--- config.mk ---
export PLATFORM = sky130hd
export DESIGN_NAME = tick_range_vwap_aggregate
export DESIGN_NICKNAME = d
export VERILOG_FILES = /design/src/hdl/trva_pkg.sv /design/src/hdl/trva_div.sv /design/src/hdl/trva_accum.sv /design/src/hdl/tick_range_vwap_aggregate.sv
export SDC_FILE = /design/constraint.sdc
export NUM_CORES = 2
export LEC_CHECK = 0
export ABC_CLOCK_PERIOD_IN_PS = 23200
export BUFFER_PORTS_ARGS = -buffer_cell sky130_fd_sc_hd__buf_2
export CAP_MARGIN = 0
export CORE_UTILIZATION = 55
export DETAILED_ROUTE_END_ITERATION = 12
export GPL_ROUTABILITY_DRIVEN = 0
export PLACE_DENSITY = 0.7
export SETUP_SLACK_MARGIN = 0.05
export SYNTH_ARGS = -nofsm -noshare
export SYNTH_HDL_FRONTEND = slang
export SYNTH_SLANG_ARGS = --single-unit
export TNS_END_PERCENT = 100
--- constraint.sdc ---
create_clock -name clk -period 23.2 [get_ports clk]
set_clock_uncertainty 0.15 [all_clocks]
set_input_delay 4.64 -clock clk [delete_from_list [all_inputs] [get_ports clk]]
set_output_delay 4.64 -clock clk [all_outputs]
set_load 0.005 [all_outputs]
--- src/hdl/trva_pkg.sv ---
// ---------------------------------------------------------------------------
// trva_pkg
// Shared widths, codes, state encoding and inter-module structs for the
// tick range VWAP aggregator.
// ---------------------------------------------------------------------------
package trva_pkg;

	localparam int TsW     = 64;
	localparam int PriceW  = 32;
	localparam int VolW    = 32;
	localparam int CountW  = 32;
	localparam int SumW    = 64;
	localparam int DivW    = 64;
	localparam int DivCntW = $clog2(DivW);
	localparam int CfgIdxW = 1;
	localparam int CfgW    = 64;
	localparam int InDataW = TsW + PriceW + VolW;
	localparam int OutDataW = CountW + SumW + 4 * PriceW;

	// register indexes on the config port
	localparam logic [CfgIdxW-1:0] CFG_RANGE_START = 1'b0;
	localparam logic [CfgIdxW-1:0] CFG_RANGE_END   = 1'b1;

	typedef enum logic [2:0] {
		ST_IDLE,
		ST_MUL,
		ST_ACC,
		ST_AVG_GO,
		ST_AVG_WAIT,
		ST_VWAP_GO,
		ST_VWAP_WAIT,
		ST_EMIT
	} trva_state_t;

	typedef struct packed {
		logic load;
		logic mul;
		logic add;
		logic clear;
	} acc_ctl_t;

	typedef struct packed {
		logic [CountW-1:0] match_count;
		logic [SumW-1:0]   volume_sum;
		logic [SumW-1:0]   price_sum;
		logic [SumW-1:0]   weighted_sum;
		logic [PriceW-1:0] min_seen;
		logic [PriceW-1:0] max_seen;
		logic              first_pending;
	} acc_state_t;

	// accumulators empty, no tick matched yet
	localparam acc_state_t ACC_CLEAR = '{
		match_count:   '0,
		volume_sum:    '0,
		price_sum:     '0,
		weighted_sum:  '0,
		min_seen:      '0,
		max_seen:      '0,
		first_pending: 1'b1
	};

	typedef struct packed {
		logic busy;
		logic done;
	} div_stat_t;

	// clamp a 64-bit quotient into the 32-bit price format
	function automatic logic [PriceW-1:0] sat_price(input logic [DivW-1:0] v);
		logic [PriceW-1:0] r;
		r = (|v[DivW-1:PriceW]) ? '1 : v[PriceW-1:0];
		return r;
	endfunction

endpackage

--- src/hdl/trva_div.sv ---
// ---------------------------------------------------------------------------
// trva_div
// Shared restoring divider, one quotient bit per cycle, 64 steps.
// ---------------------------------------------------------------------------
module trva_div (
	input  logic                      clk,
	input  logic                      arst_n,
	input  logic                      start,
	input  logic [trva_pkg::DivW-1:0] dividend,
	input  logic [trva_pkg::DivW-1:0] divisor,
	output logic [trva_pkg::DivW-1:0] quotient,
	output trva_pkg::div_stat_t       status
);

	logic [trva_pkg::DivW-1:0]    rem_q;
	logic [trva_pkg::DivW-1:0]    quo_q;
	logic [trva_pkg::DivW-1:0]    dsr_q;
	logic [trva_pkg::DivCntW-1:0] cnt_q;
	logic                         busy_q;
	logic                         done_q;

	logic [trva_pkg::DivW:0] rem_sh;
	logic [trva_pkg::DivW:0] rem_sub;
	logic                    q_bit;

	always_comb begin
		rem_sh  = {rem_q, quo_q[trva_pkg::DivW-1]};
		q_bit   = (rem_sh >= {1'b0, dsr_q});
		rem_sub = q_bit ? (rem_sh - {1'b0, dsr_q}) : rem_sh;
	end

	always_ff @(posedge clk or negedge arst_n) begin
		if (!arst_n) begin
			busy_q <= 1'b0;
			done_q <= 1'b0;
			cnt_q  <= '0;
		end else begin
			done_q <= 1'b0;
			if (start) begin
				busy_q <= 1'b1;
				cnt_q  <= '0;
			end else if (busy_q) begin
				cnt_q <= cnt_q + 1'b1;
				if (cnt_q == trva_pkg::DivCntW'(trva_pkg::DivW - 1)) begin
					busy_q <= 1'b0;
					done_q <= 1'b1;
				end
			end
		end
	end

	// datapath, no reset
	always_ff @(posedge clk) begin
		if (start) begin
			rem_q <= '0;
			quo_q <= dividend;
			dsr_q <= divisor;
		end else if (busy_q) begin
			rem_q <= rem_sub[trva_pkg::DivW-1:0];
			quo_q <= {quo_q[trva_pkg::DivW-2:0], q_bit};
		end
	end

	assign quotient    = quo_q;
	assign status.busy = busy_q;
	assign status.done = done_q;

endmodule

--- src/hdl/trva_accum.sv ---
// ---------------------------------------------------------------------------
// trva_accum
// Window filter, price x volume product and saturating accumulators.
// ---------------------------------------------------------------------------
module trva_accum (
	input  logic                        clk,
	input  logic                        arst_n,
	input  trva_pkg::acc_ctl_t          ctl,
	input  logic [trva_pkg::TsW-1:0]    timestamp,
	input  logic [trva_pkg::PriceW-1:0] price,
	input  logic [trva_pkg::VolW-1:0]   volume,
	input  logic [trva_pkg::TsW-1:0]    range_start,
	input  logic [trva_pkg::TsW-1:0]    range_end,
	output trva_pkg::acc_state_t        acc
);

	logic [trva_pkg::TsW-1:0]    ts_q;
	logic [trva_pkg::PriceW-1:0] price_q;
	logic [trva_pkg::VolW-1:0]   vol_q;
	logic                        hit_q;
	logic [trva_pkg::SumW-1:0]   prod_q;
	trva_pkg::acc_state_t        acc_q;

	logic [trva_pkg::SumW:0] vol_add;
	logic [trva_pkg::SumW:0] price_add;
	logic [trva_pkg::SumW:0] wsum_add;

	always_comb begin
		vol_add   = {1'b0, acc_q.volume_sum} + {1'b0, 32'b0, vol_q};
		price_add = {1'b0, acc_q.price_sum} + {1'b0, 32'b0, price_q};
		wsum_add  = {1'b0, acc_q.weighted_sum} + {1'b0, prod_q};
	end

	// tick capture and product stage
	always_ff @(posedge clk) begin
		if (ctl.load) begin
			ts_q    <= timestamp;
			price_q <= price;
			vol_q   <= volume;
		end
		if (ctl.mul) begin
			// an empty window (start > end) can never satisfy both compares
			hit_q  <= (ts_q >= range_start) && (ts_q <= range_end);
			prod_q <= trva_pkg::SumW'(price_q) * trva_pkg::SumW'(vol_q);
		end
	end

	always_ff @(posedge clk or negedge arst_n) begin
		if (!arst_n) begin
			acc_q <= trva_pkg::ACC_CLEAR;
		end else if (ctl.clear) begin
			acc_q <= trva_pkg::ACC_CLEAR;
		end else if (ctl.add && hit_q) begin
			if (acc_q.match_count != '1)
				acc_q.match_count <= acc_q.match_count + 1'b1;
			acc_q.volume_sum   <= vol_add[trva_pkg::SumW] ? '1 : vol_add[trva_pkg::SumW-1:0];
			acc_q.price_sum    <= price_add[trva_pkg::SumW] ? '1
				: price_add[trva_pkg::SumW-1:0];
			acc_q.weighted_sum <= wsum_add[trva_pkg::SumW] ? '1 : wsum_add[trva_pkg::SumW-1:0];
			if (acc_q.first_pending) begin
				acc_q.min_seen      <= price_q;
				acc_q.max_seen      <= price_q;
				acc_q.first_pending <= 1'b0;
			end else begin
				if (price_q < acc_q.min_seen)
					acc_q.min_seen <= price_q;
				if (price_q > acc_q.max_seen)
					acc_q.max_seen <= price_q;
			end
		end
	end

	assign acc = acc_q;

endmodule

--- src/hdl/tick_range_vwap_aggregate.sv ---
// ---------------------------------------------------------------------------
// tick_range_vwap_aggregate
// Filters ticks by timestamp window, accumulates count, volume, price and
// price x volume sums plus min/max price, and emits one summary per run.
// ---------------------------------------------------------------------------
// A tick that is not last passes accept, multiply and add before the next accept.
// A last tick also runs two divisions on one shared divider, each a start,
//   64 one-bit steps and a done, then the emit state registers the summary.
// Emit, and so the next accept, stalls while the previous summary still waits
//   on m_axis_tready.
// Reset (arst_n low, async): sequencer idle, accumulators cleared, output
//   invalid, range_start = 0, range_end = all ones.
module tick_range_vwap_aggregate (
	input  logic                          clk,
	input  logic                          arst_n,
	// config write port
	input  logic                          cfg_we,
	input  logic [trva_pkg::CfgIdxW-1:0]  cfg_index,
	input  logic [trva_pkg::CfgW-1:0]     cfg_data,
	// tick input
	input  logic                          s_axis_tvalid,
	output logic                          s_axis_tready,
	// timestamp[63:0], price[95:64], volume[127:96]
	input  logic [trva_pkg::InDataW-1:0]  s_axis_tdata,
	input  logic                          s_axis_tlast,
	// summary output
	output logic                          m_axis_tvalid,
	input  logic                          m_axis_tready,
	// tick_count[31:0], total_volume[95:32], average_price[127:96],
	// weighted_price[159:128], lowest_price[191:160], highest_price[223:192]
	output logic [trva_pkg::OutDataW-1:0] m_axis_tdata
);

	trva_pkg::trva_state_t state_q, state_d;

	logic [trva_pkg::TsW-1:0]    range_start_q;
	logic [trva_pkg::TsW-1:0]    range_end_q;
	logic                        last_q;
	logic [trva_pkg::PriceW-1:0] avg_q;
	logic [trva_pkg::PriceW-1:0] vwap_q;
	logic                        out_valid_q;
	logic [trva_pkg::OutDataW-1:0] out_data_q;

	trva_pkg::acc_ctl_t   acc_ctl;
	trva_pkg::acc_state_t acc_st;
	trva_pkg::div_stat_t  div_st;

	logic                      div_start;
	logic [trva_pkg::DivW-1:0] div_dividend;
	logic [trva_pkg::DivW-1:0] div_divisor;
	logic [trva_pkg::DivW-1:0] div_quotient;

	logic in_fire;
	logic emit_go;

	assign in_fire = s_axis_tvalid && s_axis_tready;
	// output register is free, or is being drained this cycle
	assign emit_go = !out_valid_q || m_axis_tready;

	// ---------------- config registers ----------------
	always_ff @(posedge clk or negedge arst_n) begin
		if (!arst_n) begin
			range_start_q <= '0;
			range_end_q   <= '1;
		end else if (cfg_we) begin
			unique case (cfg_index)
				trva_pkg::CFG_RANGE_START: range_start_q <= cfg_data;
				trva_pkg::CFG_RANGE_END:   range_end_q   <= cfg_data;
				default: ;
			endcase
		end
	end

	// ---------------- sequencer ----------------
	always_ff @(posedge clk or negedge arst_n) begin
		if (!arst_n)
			state_q <= trva_pkg::ST_IDLE;
		else
			state_q <= state_d;
	end

	always_comb begin
		state_d = state_q;
		unique case (state_q)
			trva_pkg::ST_IDLE:      if (in_fire) state_d = trva_pkg::ST_MUL;
			trva_pkg::ST_MUL:       state_d = trva_pkg::ST_ACC;
			trva_pkg::ST_ACC:       state_d = last_q ? trva_pkg::ST_AVG_GO : trva_pkg::ST_IDLE;
			trva_pkg::ST_AVG_GO:    state_d = trva_pkg::ST_AVG_WAIT;
			trva_pkg::ST_AVG_WAIT:  if (div_st.done) state_d = trva_pkg::ST_VWAP_GO;
			trva_pkg::ST_VWAP_GO:   state_d = trva_pkg::ST_VWAP_WAIT;
			trva_pkg::ST_VWAP_WAIT: if (div_st.done) state_d = trva_pkg::ST_EMIT;
			trva_pkg::ST_EMIT:      if (emit_go) state_d = trva_pkg::ST_IDLE;
			default:                state_d = trva_pkg::ST_IDLE;
		endcase
	end

	always_comb begin
		s_axis_tready = 1'b0;
		acc_ctl       = '0;
		div_start     = 1'b0;
		div_dividend  = acc_st.price_sum;
		div_divisor   = trva_pkg::DivW'(acc_st.match_count);
		unique case (state_q)
			trva_pkg::ST_IDLE: begin
				s_axis_tready = 1'b1;
				acc_ctl.load  = in_fire;
			end
			trva_pkg::ST_MUL:  acc_ctl.mul = 1'b1;
			trva_pkg::ST_ACC:  acc_ctl.add = 1'b1;
			trva_pkg::ST_AVG_GO: div_start = 1'b1;
			trva_pkg::ST_VWAP_GO: begin
				div_start    = 1'b1;
				div_dividend = acc_st.weighted_sum;
				div_divisor  = acc_st.volume_sum;
			end
			trva_pkg::ST_EMIT: acc_ctl.clear = emit_go;
			default: ;
		endcase
	end

	// last flag of the tick in flight
	always_ff @(posedge clk) begin
		if (in_fire)
			last_q <= s_axis_tlast;
	end

	// quotient capture; zero divisor forces a zero field
	always_ff @(posedge clk) begin
		if (state_q == trva_pkg::ST_AVG_WAIT && div_st.done)
			avg_q <= (acc_st.match_count == '0) ? '0 : trva_pkg::sat_price(div_quotient);
		if (state_q == trva_pkg::ST_VWAP_WAIT && div_st.done)
			vwap_q <= (acc_st.volume_sum == '0) ? '0 : trva_pkg::sat_price(div_quotient);
	end

	// ---------------- output register ----------------
	always_ff @(posedge clk or negedge arst_n) begin
		if (!arst_n)
			out_valid_q <= 1'b0;
		else if (state_q == trva_pkg::ST_EMIT && emit_go)
			out_valid_q <= 1'b1;
		else if (m_axis_tready)
			out_valid_q <= 1'b0;
	end

	// with no match all sums and min/max are still zero
	always_ff @(posedge clk) begin
		if (state_q == trva_pkg::ST_EMIT && emit_go)
			out_data_q <= {acc_st.max_seen, acc_st.min_seen, vwap_q, avg_q,
				acc_st.volume_sum, acc_st.match_count};
	end

	assign m_axis_tvalid = out_valid_q;
	assign m_axis_tdata  = out_data_q;

	// ---------------- units ----------------
	trva_accum u_accum (
		.clk         (clk),
		.arst_n      (arst_n),
		.ctl         (acc_ctl),
		.timestamp   (s_axis_tdata[trva_pkg::TsW-1:0]),
		.price       (s_axis_tdata[trva_pkg::TsW +: trva_pkg::PriceW]),
		.volume      (s_axis_tdata[trva_pkg::TsW + trva_pkg::PriceW +: trva_pkg::VolW]),
		.range_start (range_start_q),
		.range_end   (range_end_q),
		.acc         (acc_st)
	);

	trva_div u_div (
		.clk      (clk),
		.arst_n   (arst_n),
		.start    (div_start),
		.dividend (div_dividend),
		.divisor  (div_divisor),
		.quotient (div_quotient),
		.status   (div_st)
	);

`ifndef SYNTHESIS
	a_div_start_idle: assert property (@(posedge clk) disable iff (!arst_n)
		div_start |-> !div_st.busy)
		else $error("divider started while busy");

	a_no_accept_div: assert property (@(posedge clk) disable iff (!arst_n)
		div_st.busy |-> !s_axis_tready)
		else $error("tick accepted during division");

	a_valid_from_emit: assert property (@(posedge clk) disable iff (!arst_n)
		$rose(m_axis_tvalid) |-> $past(state_q == trva_pkg::ST_EMIT))
		else $error("output valid without emit");

	a_clear_after_emit: assert property (@(posedge clk) disable iff (!arst_n)
		(state_q == trva_pkg::ST_EMIT && emit_go) |=>
		(acc_st.match_count == '0 && acc_st.first_pending))
		else $error("accumulators not cleared after emit");
`endif

endmodule

Word-level counts from Yosys, hierarchy flattened:

Index checks and enable logic that the tools add are counted.
W data, S select, Z words.

* bits in registers: 1103
* logic and storage cells: 115

* add/subtract/negate cells: 6
* $mul: 1
* magnitude comparators: 5
* eq/ne operators: 13
* multiplexer cells: 37
* bitwise gates (word level): 1
* reduce and logical (&&, ||, !) cells: 25

Operator list (count)
* $mux W289: 2
* $mux W64: 8
* $mux W32: 5
* $add A64 B32 Y65: 2
* $add A64 B64 Y65: 1
* $ge A65 B64 Y1: 1
* $ge A64 B64 Y1: 1
* $le A64 B64 Y1: 1
* $logic_not A64 Y1: 1
* $mul A32 B32 Y64: 1
* $sub A64 B64 Y64: 1
* $add A32 B1 Y32 const B: 1
* $gt A32 B32 Y1: 1
* $logic_not A32 Y1: 1
* $lt A32 B32 Y1: 1
* $ne A32 B32 Y1 const B: 1
* $reduce_or A32 Y1: 1
* $pmux W3 S8: 1
* $mux W1: 14
* $eq A3 B3 Y1 const B: 4
* $mux W3: 4
* $mux W6: 2
* $reduce_and A2 Y1: 5
* $reduce_bool A2 Y1: 4
* other kinds (15): 24

Depth between registers and ports, before layout:

* depth in word-level cells: 5
* depth in mapped cells: 30
* mapped depth without buffers: 27

Modules after synthesis:

Synthesis repeated with hierarchy kept, for this count alone.

* cell total of the unflattened synthesis: 8886
* area total of the unflattened synthesis: 91501.5 µm²

Modules (own cells, without submodules)
* trva_accum: instances 1, cells an instance 6783, area each 63627.3 µm², sequential area each 13028.7 µm²
* tick_range_vwap_aggregate: instances 1, cells an instance 860, area each 15930.3 µm², sequential area each 12061.6 µm²
* trva_div: instances 1, cells an instance 1243, area each 11944.0 µm², sequential area each 5325.1 µm²

Worst setup path before layout:

Ideal clock, no wire load.

* path type: input port to flip-flop
* start point: input port m_axis_tready
* end point: register out_data_q, in the netlist m_axis_tdata[0] (enable)
* library setup time: 675 ps
* arrival: 11618 ps
* data required time: 22375 ps
* path slack: 10758 ps
* stages: 6
* buffers on the path: 3
* path through: nand2b_1 nand2b_1 clkbuf_1 clkinv_1 clkbuf_1 buf_1

* word-level cells in the longest chain between the ends: 2

RTL lines
* start: declaration: line tick_range_vwap_aggregate.sv:28 `input logic m_axis_tready,`
* $logic_or A1 B1 Y1: line tick_range_vwap_aggregate.sv:58 `assign emit_go = !out_valid_q || m_axis_tready;`
* $logic_and A1 B1 Y1: line tick_range_vwap_aggregate.sv:147 `if (state_q == trva_pkg::ST_EMIT && emit_go)`
* end signal: assignment: line tick_range_vwap_aggregate.sv:148 `out_data_q <= {acc_st.max_seen, acc_st.min_seen, vwap_q, avg_q,`
* end: declaration: line tick_range_vwap_aggregate.sv:42 `logic [trva_pkg::OutDataW-1:0] out_data_q;`

Every way passes these cells.
A chain may end at the register's enable or synchronous reset.

Worst setup path after layout:

* start point: register u_accum.price_q[29] (netlist bit)
* end point: register u_accum.prod_q[63] (netlist bit) (data pin)

* word-level cells in the longest chain between the ends: 1

RTL lines
* start: declaration: line trva_accum.sv:18 `logic [trva_pkg::PriceW-1:0] price_q;`
* start signal: assignment: line trva_accum.sv:38 `price_q <= price;`
* $mul A32 B32 Y64: line trva_accum.sv:44 `prod_q <= trva_pkg::SumW'(price_q) * trva_pkg::SumW'(vol_q);`
* end signal: assignment: line trva_accum.sv:44
* end: declaration: line trva_accum.sv:21 `logic [trva_pkg::SumW-1:0] prod_q;`

Every way passes these cells.

==> metrics <==
status complete, no violations; flops & latches, synth 1103; dpl cells 11400; Initial Util 55.6%; cell chosen for the clock root clkbuf_16; number of flops mapped to enable cells by yosys 610; CP max stage delay 0.61 ns; FFs w/ async S/R, synth 38.9%; Chip Width 408 um; synth unique cells 96; Slew headroom 9.11%; Hold Path Class flip-flop to flip-flop; top_reg_cell synth edfxtp_1; layout net count 11100; I/O pin cnt 425; Period minus WS final 8.48 ns; WP buf/inv 6; Worst setup EP type flip-flop; unrepaired setup endpoints after global routing false; overall routing resource usage 30.0%; Layout Cells excl Fill 11600; syn_nets 10900; fin crit share 36.5%; Ys Warns 0; Worst setup SP type flip-flop; Area after DPL 94800 um2; CTS tree built; Crit Path Class flip-flop to flip-flop; final hold vios 0; CTS Buf Count 116; Least-Margin Pin Slew 1.36 ns; Worst-Skew Late Latency 0.82 ns; syn_area_per_cell 9.89 um2; DR vias/cell 5.92; fill cell count 13700; DRT Pass-1 Iters 6; Rows 148; Final Util 60.5%; first-pass GRT wire length 393000 um; Final Slew Violations 0; DRC 0; Synth area leaders edfxtp_1, fa_1, dfrtp_1; footprint of the multi-input gates 54100 um2; Top Usage Layer GRT met2; sequential-to-total area share from yosys stat 33.5%; min-delay src vwap_q[22]; Seq. cell area 30400 um2; delay-heaviest family, CP adder cells; WP data required 23.52 ns; Design Area, Final 98800 um2; P per Cell Area 42.7 nW/um2; pin count of the biggest net entering global routing 136; P_leak 0.0450 uW; largest area contributor in the netlist edfxtp_1; initial DRC count 6407; wire per inst 21.5 um; DR vias 69000; CTS resizes 0; Clock Sink Count 1103; htree depth 3; CTS clk-pin slew, worst paths 0.06 ns; share of the synthesized area in the top cell type 20.2%; Setup Buffers After CTS 0; mapped cell area 90800 um2; GRT overflow 0; Final Power 4220 uW; cell mode on critical path fa_1; most common cell in the synthesized netlist inv_1; Max clock buf depth 3; Die Span Y 408 um; number of nets with antenna violations after routing 0; Peak VDD IR 0.0000682 V; crit-path max FO 30; Max Cap Violations 0; Mapped Cells 9179; Post-synth top cells inv_1, nand2_1, fa_1; number of global-route vias before repair 69200; initial antenna violation count 16; worst r2r src u_accum.price_q[29]; share of layout cells above drive strength 1 9.61%; grt met3 use 5.21%; max frequency 118 MHz; post-synthesis to final-layout area growth 8.78%; hold_buf cts 0; hpwl dp 182000 um; Core Region 163000 um2; Post-Route WL 251000 um; slowest CP cell a2111oi_0; # port buffers 424; crit path launch u_accum.price_q[29]; critical path arrival 8.79 ns; routing usage on met2 47.1%; final setup vio count 0; setup TNS 0 ns; grt met1 use 41.9%; die area 167000 um2
-- sequential cells by signal, indices dropped and copies added, names as in the netlist, 64 cells and up --
signal,cells
m_axis_tdata,224
range_end_q,64
range_start_q,64
u_accum.acc,289
u_accum.prod_q,64
u_accum.ts_q,64
u_div.dsr_q,64
u_div.quotient,64
u_div.rem_q,64
-- per-layer routing --
metal,up-vias,wire [um]
met5,-,55
met4,8,9530
met3,521,20600
met2,2880,115000
met1,34400,106000
li1,31200,-
-- where the power goes --
group	switching, uW	leakage, uW	internal (uW)
sequential	12.5	0.0116	2100
combinational	84.3	0.0315	65.6
clock	840	0.00195	1110
total	937	0.0450	3280
-- cells in the final DEF (no fill, tap or decap), drive strengths merged, types with 64 or more instances in the layout --
cell and count:
a21o 202, a21oi 486, a22o 69, a31oi 189, and2 656, buf 530, clkbuf 153, dfrtp 364
dfstp 65, dfxtp 64, edfxtp 610, fa 900, ha 649, inv 1229, mux2 69, nand2 1147
nand3 114, nand4 115, nor2 313, nor3 90, o21a 114, o21ai 347, xnor2 151, xor2 93
-- worst paths after layout --
path	end	slack, ns	depth (start not counted)
max in group asynchronous	u_accum.acc[55]	15.38	5
worst max-delay path	u_accum.prod_q[63]	14.72	26
worst max register to register	u_accum.prod_q[63]	14.72	26
min in group asynchronous	range_start_q[37]	3.80	1
worst min-delay path	m_axis_tdata[150]	0.26	0
worst min register to register	m_axis_tdata[150]	0.26	0
-- kinds of logic after synthesis --
family | after synthesis | synth area share (%)
muxes | 89 | 1.08
and+or+nand+nor | 2723 | 14.6
xor gates and xnor gates | 244 | 2.35
buffers and inverters | 1692 | 7.06
DFF | 1103 | 33.5
adders and majority gates | 1549 | 28.8
AOI/OAI and AO/OA | 1779 | 12.6
-- stage by stage --
step,hold WS [ns],setup WS (ns)
detailed placement,0.255,14.40
CTS,0.267,14.79
global route,0.272,14.43
finish,0.260,14.72
floorplan,0.250,10.76
global placement,0.252,14.45
-- final cells by class --
class                   count  share of cell area (%)
diodes                     12                  0.0304
clock buffers             153                    3.20
multi-input cells        6384                    54.7
inverters                1219                    4.65
clock inverters            68                   0.849
repair buffers            530                    2.98
flip-flops and latches   1103                    30.8
well taps                2175                    2.75
-- worst register-to-register path, stage by stage, from the launching register on --
cell and delay [ns]:
edfxtp_1 0.33, buf_4 0.25, buf_4 0.50, and2_1 0.26
fa_1 0.45, fa_1 0.55, inv_1 0.06, fa_1 0.49
fa_1 0.53, inv_1 0.06, fa_1 0.49, fa_1 0.50
inv_1 0.05, fa_1 0.47, inv_1 0.04, ha_1 0.32
ha_1 0.42, a2111oi_0 0.61, o2111ai_1 0.20, nand3_1 0.18
a211o_1 0.15, a31oi_1 0.07, a211o_1 0.31, o21a_1 0.23
a211o_1 0.27, a21oi_1 0.17, xnor2_1 0.08
(Power assumes the default switching activity.)
